File: src/rtl/core/ssfs_pkg.sv
package ssfs_pkg;

    localparam int SLOTS       = 16;
    localparam int HANDLE_BITS = 32;
    localparam int ITEM_W      = 32;
    localparam int IDX_W       = $clog2(SLOTS);
    localparam int CNT_W       = $clog2(SLOTS + 1);

    typedef enum logic [1:0] {
        CMD_ADD    = 2'd0,
        CMD_REMOVE = 2'd1,
        CMD_FIND   = 2'd2,
        CMD_NOP    = 2'd3
    } t_cmd;

    typedef enum logic [1:0] {
        CAUSE_NONE    = 2'd0,
        CAUSE_FULL    = 2'd1,
        CAUSE_PRESENT = 2'd2,
        CAUSE_ABSENT  = 2'd3
    } t_cause;

    // Write port of the free-slot stack
    typedef struct packed {
        logic             push;
        logic [IDX_W-1:0] addr;
        logic [IDX_W-1:0] slot;
    } t_stack_wr;

    // Keep the low HANDLE_BITS bits of an input handle, zero above bit ITEM_W-1
    function automatic logic [HANDLE_BITS-1:0] to_handle(input logic [ITEM_W-1:0] raw);
        logic [HANDLE_BITS-1:0] h;
        for (int b = 0; b < HANDLE_BITS; b++) begin
            h[b] = 1'(raw >> b);
        end
        return h;
    endfunction

endpackage

File: src/rtl/core/slot_set_with_free_stack_top.sv
// Slot set: one command a beat, handled one at a time.
// Steps: accept in ST_IDLE, handle compare in ST_SCAN (one slot per cycle
// through a single comparator), then update state and load the result in ST_DONE.
// A new command is taken only after ST_DONE; add-when-full and command 3 skip the compare.
// Reset (synchronous, i_rst_n low): all slots invalid, free stack holds 0..SLOTS-1,
// count zero, release disabled, no result pending.
module slot_set_with_free_stack_top (
    input  logic                            i_clk,
    input  logic                            i_rst_n,
    input  logic                            i_cfg_we,
    input  logic                            i_cfg_wdata,
    input  logic                            i_in_valid,
    output logic                            o_in_stall,
    input  logic [1:0]                      i_command,
    input  logic [ssfs_pkg::ITEM_W-1:0]     i_item_handle,
    output logic                            o_out_valid,
    input  logic                            i_out_stall,
    output logic                            o_success,
    output logic [ssfs_pkg::IDX_W-1:0]      o_slot_number,
    output logic                            o_release_item,
    output logic [1:0]                      o_fail_cause,
    output logic [ssfs_pkg::CNT_W-1:0]      o_occupancy
);

    typedef enum logic [1:0] {
        ST_IDLE,
        ST_SCAN,
        ST_DONE
    } t_state;

    t_state                            r_state, n_state;
    ssfs_pkg::t_cmd                    r_cmd, n_cmd;
    logic [ssfs_pkg::HANDLE_BITS-1:0]  r_handle, n_handle;
    logic [ssfs_pkg::IDX_W-1:0]        r_idx, n_idx;
    logic                              r_hit, n_hit;
    logic [ssfs_pkg::IDX_W-1:0]        r_hit_slot, n_hit_slot;
    logic [ssfs_pkg::SLOTS-1:0]        r_valid, n_valid;
    logic [ssfs_pkg::CNT_W-1:0]        r_count, n_count;
    logic                              r_release, n_release;
    logic                              r_out_valid, n_out_valid;
    logic                              r_success, n_success;
    logic [ssfs_pkg::IDX_W-1:0]        r_slot_num, n_slot_num;
    logic                              r_rel_item, n_rel_item;
    ssfs_pkg::t_cause                  r_cause, n_cause;
    logic [ssfs_pkg::CNT_W-1:0]        r_occ, n_occ;

    logic [ssfs_pkg::HANDLE_BITS-1:0]  r_slot_handle [ssfs_pkg::SLOTS];

    logic                              match;
    logic                              full;
    logic                              out_free;
    logic                              hw_en;
    logic [ssfs_pkg::IDX_W-1:0]        top_slot;
    logic [ssfs_pkg::CNT_W-1:0]        count_dec;
    ssfs_pkg::t_stack_wr               stack_wr;

    ssfs_free_stack u_free_stack (
        .i_clk     (i_clk),
        .i_rst_n   (i_rst_n),
        .i_rd_addr (r_count[ssfs_pkg::IDX_W-1:0]),
        .i_wr      (stack_wr),
        .o_rd_slot (top_slot)
    );

    // The shared comparator: one slot per cycle
    assign match     = r_valid[r_idx] && (r_slot_handle[r_idx] == r_handle);
    assign full      = (r_count >= ssfs_pkg::CNT_W'(ssfs_pkg::SLOTS));
    assign out_free  = !r_out_valid || !i_out_stall;
    assign count_dec = r_count - ssfs_pkg::CNT_W'(1);

    always_comb begin
        n_state     = r_state;
        n_cmd       = r_cmd;
        n_handle    = r_handle;
        n_idx       = r_idx;
        n_hit       = r_hit;
        n_hit_slot  = r_hit_slot;
        n_valid     = r_valid;
        n_count     = r_count;
        n_release   = i_cfg_we ? i_cfg_wdata : r_release;
        n_out_valid = r_out_valid && i_out_stall;
        n_success   = r_success;
        n_slot_num  = r_slot_num;
        n_rel_item  = r_rel_item;
        n_cause     = r_cause;
        n_occ       = r_occ;
        hw_en       = 1'b0;
        stack_wr    = '0;

        unique case (r_state)
            ST_IDLE: begin
                if (i_in_valid) begin
                    n_cmd    = ssfs_pkg::t_cmd'(i_command);
                    n_handle = ssfs_pkg::to_handle(i_item_handle);
                    n_idx    = '0;
                    n_hit    = 1'b0;
                    // No lookup needed for a full add or the unused command
                    if (n_cmd == ssfs_pkg::CMD_NOP || (n_cmd == ssfs_pkg::CMD_ADD && full)) begin
                        n_state = ST_DONE;
                    end else begin
                        n_state = ST_SCAN;
                    end
                end
            end
            ST_SCAN: begin
                if (match) begin
                    n_hit      = 1'b1;
                    n_hit_slot = r_idx;
                    n_state    = ST_DONE;
                end else if (r_idx == ssfs_pkg::IDX_W'(ssfs_pkg::SLOTS - 1)) begin
                    n_state = ST_DONE;
                end else begin
                    n_idx = r_idx + ssfs_pkg::IDX_W'(1);
                end
            end
            ST_DONE: begin
                if (out_free) begin
                    n_out_valid = 1'b1;
                    n_success   = 1'b0;
                    n_slot_num  = '0;
                    n_rel_item  = 1'b0;
                    n_cause     = ssfs_pkg::CAUSE_NONE;
                    unique case (r_cmd)
                        ssfs_pkg::CMD_ADD: begin
                            if (full) begin
                                n_cause = ssfs_pkg::CAUSE_FULL;
                            end else if (r_hit) begin
                                n_cause = ssfs_pkg::CAUSE_PRESENT;
                            end else begin
                                // Pop the top free slot
                                n_success         = 1'b1;
                                n_slot_num        = top_slot;
                                n_valid[top_slot] = 1'b1;
                                hw_en             = 1'b1;
                                n_count           = r_count + ssfs_pkg::CNT_W'(1);
                            end
                        end
                        ssfs_pkg::CMD_REMOVE: begin
                            if (r_hit) begin
                                // Push the freed slot back
                                n_success           = 1'b1;
                                n_slot_num          = r_hit_slot;
                                n_rel_item          = r_release;
                                n_valid[r_hit_slot] = 1'b0;
                                stack_wr.push       = 1'b1;
                                stack_wr.addr       = count_dec[ssfs_pkg::IDX_W-1:0];
                                stack_wr.slot       = r_hit_slot;
                                n_count             = count_dec;
                            end else begin
                                n_cause = ssfs_pkg::CAUSE_ABSENT;
                            end
                        end
                        ssfs_pkg::CMD_FIND: begin
                            if (r_hit) begin
                                n_success  = 1'b1;
                                n_slot_num = r_hit_slot;
                            end else begin
                                n_cause = ssfs_pkg::CAUSE_ABSENT;
                            end
                        end
                        ssfs_pkg::CMD_NOP: begin
                        end
                    endcase
                    n_occ   = n_count;
                    n_state = ST_IDLE;
                end
            end
            default: n_state = ST_IDLE;
        endcase
    end

    always_ff @(posedge i_clk) begin
        if (!i_rst_n) begin
            r_state     <= ST_IDLE;
            r_valid     <= '0;
            r_count     <= '0;
            r_release   <= 1'b0;
            r_out_valid <= 1'b0;
        end else begin
            r_state     <= n_state;
            r_valid     <= n_valid;
            r_count     <= n_count;
            r_release   <= n_release;
            r_out_valid <= n_out_valid;
        end
        r_cmd      <= n_cmd;
        r_handle   <= n_handle;
        r_idx      <= n_idx;
        r_hit      <= n_hit;
        r_hit_slot <= n_hit_slot;
        r_success  <= n_success;
        r_slot_num <= n_slot_num;
        r_rel_item <= n_rel_item;
        r_cause    <= n_cause;
        r_occ      <= n_occ;
    end

    always_ff @(posedge i_clk) begin
        if (hw_en) begin
            r_slot_handle[top_slot] <= r_handle;
        end
    end

    assign o_in_stall     = (r_state != ST_IDLE);
    assign o_out_valid    = r_out_valid;
    assign o_success      = r_success;
    assign o_slot_number  = r_slot_num;
    assign o_release_item = r_rel_item;
    assign o_fail_cause   = r_cause;
    assign o_occupancy    = r_occ;

endmodule

File: src/rtl/core/ssfs_free_stack.sv
module ssfs_free_stack (
    input  logic                           i_clk,
    input  logic                           i_rst_n,
    input  logic [ssfs_pkg::IDX_W-1:0]     i_rd_addr,
    input  ssfs_pkg::t_stack_wr            i_wr,
    output logic [ssfs_pkg::IDX_W-1:0]     o_rd_slot
);

    logic [ssfs_pkg::IDX_W-1:0] r_stack [ssfs_pkg::SLOTS];

    // Reset fills entry i with slot i: all slots free
    always_ff @(posedge i_clk) begin
        if (!i_rst_n) begin
            for (int i = 0; i < ssfs_pkg::SLOTS; i++) begin
                r_stack[i] <= ssfs_pkg::IDX_W'(i);
            end
        end else if (i_wr.push) begin
            r_stack[i_wr.addr] <= i_wr.slot;
        end
    end

    assign o_rd_slot = r_stack[i_rd_addr];

endmodule
File: config.mk
export PLATFORM = sky130hd
export DESIGN_NAME = slot_set_with_free_stack_top
export DESIGN_NICKNAME = d
export VERILOG_FILES = /design/src/rtl/core/ssfs_pkg.sv /design/src/rtl/core/slot_set_with_free_stack_top.sv /design/src/rtl/core/ssfs_free_stack.sv
export SDC_FILE = /design/constraint.sdc
export NUM_CORES = 1
export LEC_CHECK = 0
export CORE_MARGIN = 10
export CORE_UTILIZATION = 55
export CTS_BUF_LIST = sky130_fd_sc_hd__clkbuf_8 sky130_fd_sc_hd__clkbuf_16
export CTS_CLUSTER_SIZE = 28
export DETAILED_ROUTE_END_ITERATION = 6
export DONT_BUFFER_PORTS = 1
export PLACE_DENSITY = 0.79
export SETUP_SLACK_MARGIN = 0.15
export SLEW_MARGIN = 20
export SYNTH_ARGS = -nofsm -noshare
export SYNTH_HDL_FRONTEND = slang
export SYNTH_SLANG_ARGS = --single-unit
File: constraint.sdc
create_clock -name i_clk -period 4.09 [get_ports i_clk]
set_input_delay 0.409 -clock i_clk [delete_from_list [all_inputs] [get_ports i_clk]]
set_output_delay 0.409 -clock i_clk [all_outputs]
set_load 0.03 [all_outputs]
==> flow_summary_export.csv <==
group,metric,value,unit
status,status,"finished clean",
layout,fin_nets,1639,
layout,drive_above_1_share,19.2,%
global_routing,grt_use_met1,28.1,%
layout,multi_input_area,0.00697,mm^2
timing,period_share,92.3,%
clocking,tritoncts,"done",
placed_design,post-dp-hpwl,34.4,mm
timing,worst_slack,0.313,ns
drt,wl_per_cell,26.8,um
layout,register_area,0.0197,mm^2
layout,final_core_util,63.1,%
logic_synthesis,ys_warn_count,0,
die,io_pins,55,
logic_synthesis,ys_types,66,
die,initial_core_util,55.5,%
die,die_h,242,um
logic_synthesis,synth_area_per_cell,18.0,um^2
worst_setup_path,path_max_fanout,21,
worst_hold_path,min_path_type,"in2reg",
die,die_x,242,um
global_routing,grt_usage,20.9,%
clocking,ctsResizeCount,0,
power,p_switching,4.81,mW
layout,antenna_cells,0,
global_routing,antenna_found_initial,0,
global_routing,grt_pass1_wl,93.5,mm
timing,hold_violations,0,
worst_setup_path,critPathKind,"reg2reg",
worst_setup_path,required,4.57,ns
timing,grt_setup_unrepaired,"no",
clocking,path_clk_slew,0.06,ns
drt,ant_nets,0,
clocking,clk_latency,0.60,ns
global_routing,use_met3,3.84,%
power,seqPwrFrac,46.4,%
logic_synthesis,synth_seq_cells,665,
worst_setup_path,critPathLaunchType,"register",
logic_synthesis,ys_seq_area_share,72.6,%
timing,skew,0.0152,ns
drt,drt_iter0_drc,1743,
power,swShare,27.3,%
global_routing,overflow,0,
layout,synthToLayoutAreaGrowth,13.8,%
global_routing,grt.busiest_layer,"met2",
timing,worst_slew_pin_slew,0.868,ns
timing,min_period,3.78,ns
clocking,htree_levels,3,
logic_synthesis,synth-edff-count,632,
global_routing,grt_max_degree,36,
power,peakVddDrop,0.000355,V
layout,fillers,3260,
timing,fmax,265,MHz
run,cap_violations,0,
logic_synthesis,synthCells,1499,
timing,max-slew-margin-rel,41.6,%
placed_design,place.gp.congestion,0.829,
power,leakage,9.69,nW
power,clkPwrFrac,34.2,%
global_routing,grt_pass1_vias,14954,
die,rows,81,
timing,report.final.slew_viol_count,0,
die,dieArea,0.0584,mm^2
worst_hold_path,hold_start,"i_rst_n",
worst_setup_path,cp.arrival,4.26,ns
placed_design,dp_slack,0.224,ns
logic_synthesis,synth_nets,1546,
placed_design,port_buffers,0,
clocking,numCtsBuffers,67,
timing,setup_viol,0,
clocking,clockRootBuffer,"clkbuf_16",
worst_setup_path,cp-end-kind,"register",
drt,drc,0,
drt,drt-vias-per-instance,6.34,
power,comb_power_share,19.4,%
logic_synthesis,async_reset_ff_share,0,%
drt,vias,14620,
drt,first_pass_iters,6,
die,core,0.0487,mm^2
power,p_total,17.6,mW
clocking,cts_max_path_buffers,3,
clocking,clock_sinks,665,
logic_synthesis,synth_top_flop_cell,"edfxtp_1",
power,powerDensity,573,mW/mm^2
drt,routed_wirelength,61.8,mm
logic_synthesis,netlist_area,0.0270,mm^2
worst_setup_path,rrSetupSlack,0.31,ns
global_routing,grt.met2_usage,34.0,%
power,internal_power,12.8,mW
## layer usage
| layer | up-vias | wire (um) |
|---|---|---|
| li1 | 6160 | - |
| met1 | 7450 | 23800 |
| met2 | 880 | 30300 |
| met3 | 130 | 6080 |
| met4 | 0 | 1630 |
| met5 | - | 0 |
## synth_stat cells (18+ instances only)
library cell    n  share of area, %
a22oi_1        22              0.61
and2_1         19              0.44
buf_6          18              0.75
clkbuf_1       29              0.40
dfxtp_1        33               2.4
edfxtp_1      632                70
mux2i_1       107               4.0
mux4_2        106               8.8
nand2_1        95               1.3
nand3_1        21              0.39
nor2_1         86               1.2
nor2b_1        18              0.42
o21ai_0        39              0.72
xnor2_1        25              0.81
## cell type report
class | instances | area share [%]
Sequential cell | 665 | 63.9
Clock inverter | 46 | 1.19
Timing Repair Buffer | 97 | 3.57
Multi-Input combinational cell | 749 | 22.6
Clock buffer | 73 | 5.86
Tap cell | 664 | 2.70
Inverter | 12 | 0.146
## power by group through the flow
stage | registers [mW] | logic, mW | clock network [mW]
after CTS | 8.24 | 3.27 | 6.10
after global placement | 8.39 | 3.07 | 0
final | 8.19 | 3.41 | 6.04
after detailed placement | 8.41 | 3.14 | 0
after floorplan | 8.08 | 2.63 | 0
after global routing | 8.23 | 3.63 | 6.34
## cell usage in the layout (no fill, tap or decap), types with 9 or more instances in the layout
master         count
buf_4             37
nor2_1            70
and2_1            18
o21ai_0           39
inv_1             21
mux2_2            16
a221oi_1           9
nor3_1            13
edfxtp_1         632
clkbuf_16         71
mux4_2           106
nor2b_1           18
nand2_1           95
clkinv_2          14
xnor2_1           25
dlygate4sd3_1     38
buf_12            22
nor2_4            16
a22o_1            11
a22oi_1           22
nand3_1           21
a21oi_1           13
nand2b_1          16
mux2i_1          107
xor2_1            16
dfxtp_1           29
## final timing paths
kind	to	depth (start not counted)
min reg2reg	r_valid[12]$_SDFFE_PN0P_	2
max reg2reg	register	10
max	register	10
min	u_free_stack.r_stack[11][2]$_SDFFCE_PN0P_	1
## timing repair
item                                   CTS  global route
cloned                                   0             0
pin swaps                                0             0
hold buffers                            38             0
endpoints found under the hold margin   63             0
setup endpoints to repair                1             7
setup buffers                            1             4
## critical path, cell delays in order (launching register included)
cell and delay (ns):
dfxtp_4 0.65, buf_4 0.34, mux2_2 0.37, o22ai_1 0.30, o32ai_1 0.15, a211oi_1 0.29
o211ai_1 0.13, nor4_2 0.31, nand4_2 0.33, o22ai_2 0.38, mux2_1 0.37
## stage by stage
stage / cell area [um^2] / hold WS, ns / TNS (ns) / std cells
final: 30800 / 0.0969 / 0 / 2306
after global routing: 30800 / 0.0986 / 0 / 2306
after CTS: 30700 / 0.0790 / 0 / 2302
after detailed placement: 28100 / 0.481 / 0 / 2144
after global placement: 28100 / 0.463 / 0 / 2144
after floorplan: 27000 / 0.454 / -47.87 / 1499
## state kept, by name, summed over array words and instances, names as in the netlist, named ones only
register,cells
r_count,5
r_valid,16
r_idx,4
u_free_stack.r_stack,64
o_success,1
r_handle,32
o_fail_cause,2
o_out_valid,1
r_hit_slot,4
o_release_item,1
r_release,1
o_slot_number,4
r_cmd,2
o_occupancy,5
r_state,2
r_slot_handle,512
r_hit,1
## cells by family (layout without fill, tap and decap cells)
| family | Yosys count | after routing | synth area share, % |
|---|---|---|---|
| xor+xnor | 41 | 41 | 1.33 |
| mux | 238 | 238 | 14.2 |
| fa+ha+maj | 7 | 7 | 0.324 |
| flops | 665 | 665 | 72.6 |
| compound gates | 157 | 157 | 4.13 |
| simple gates | 306 | 306 | 5.36 |
| buf+inv | 85 | 228 | 2.05 |
No activity file was read; power rests on OpenSTA's default activity.
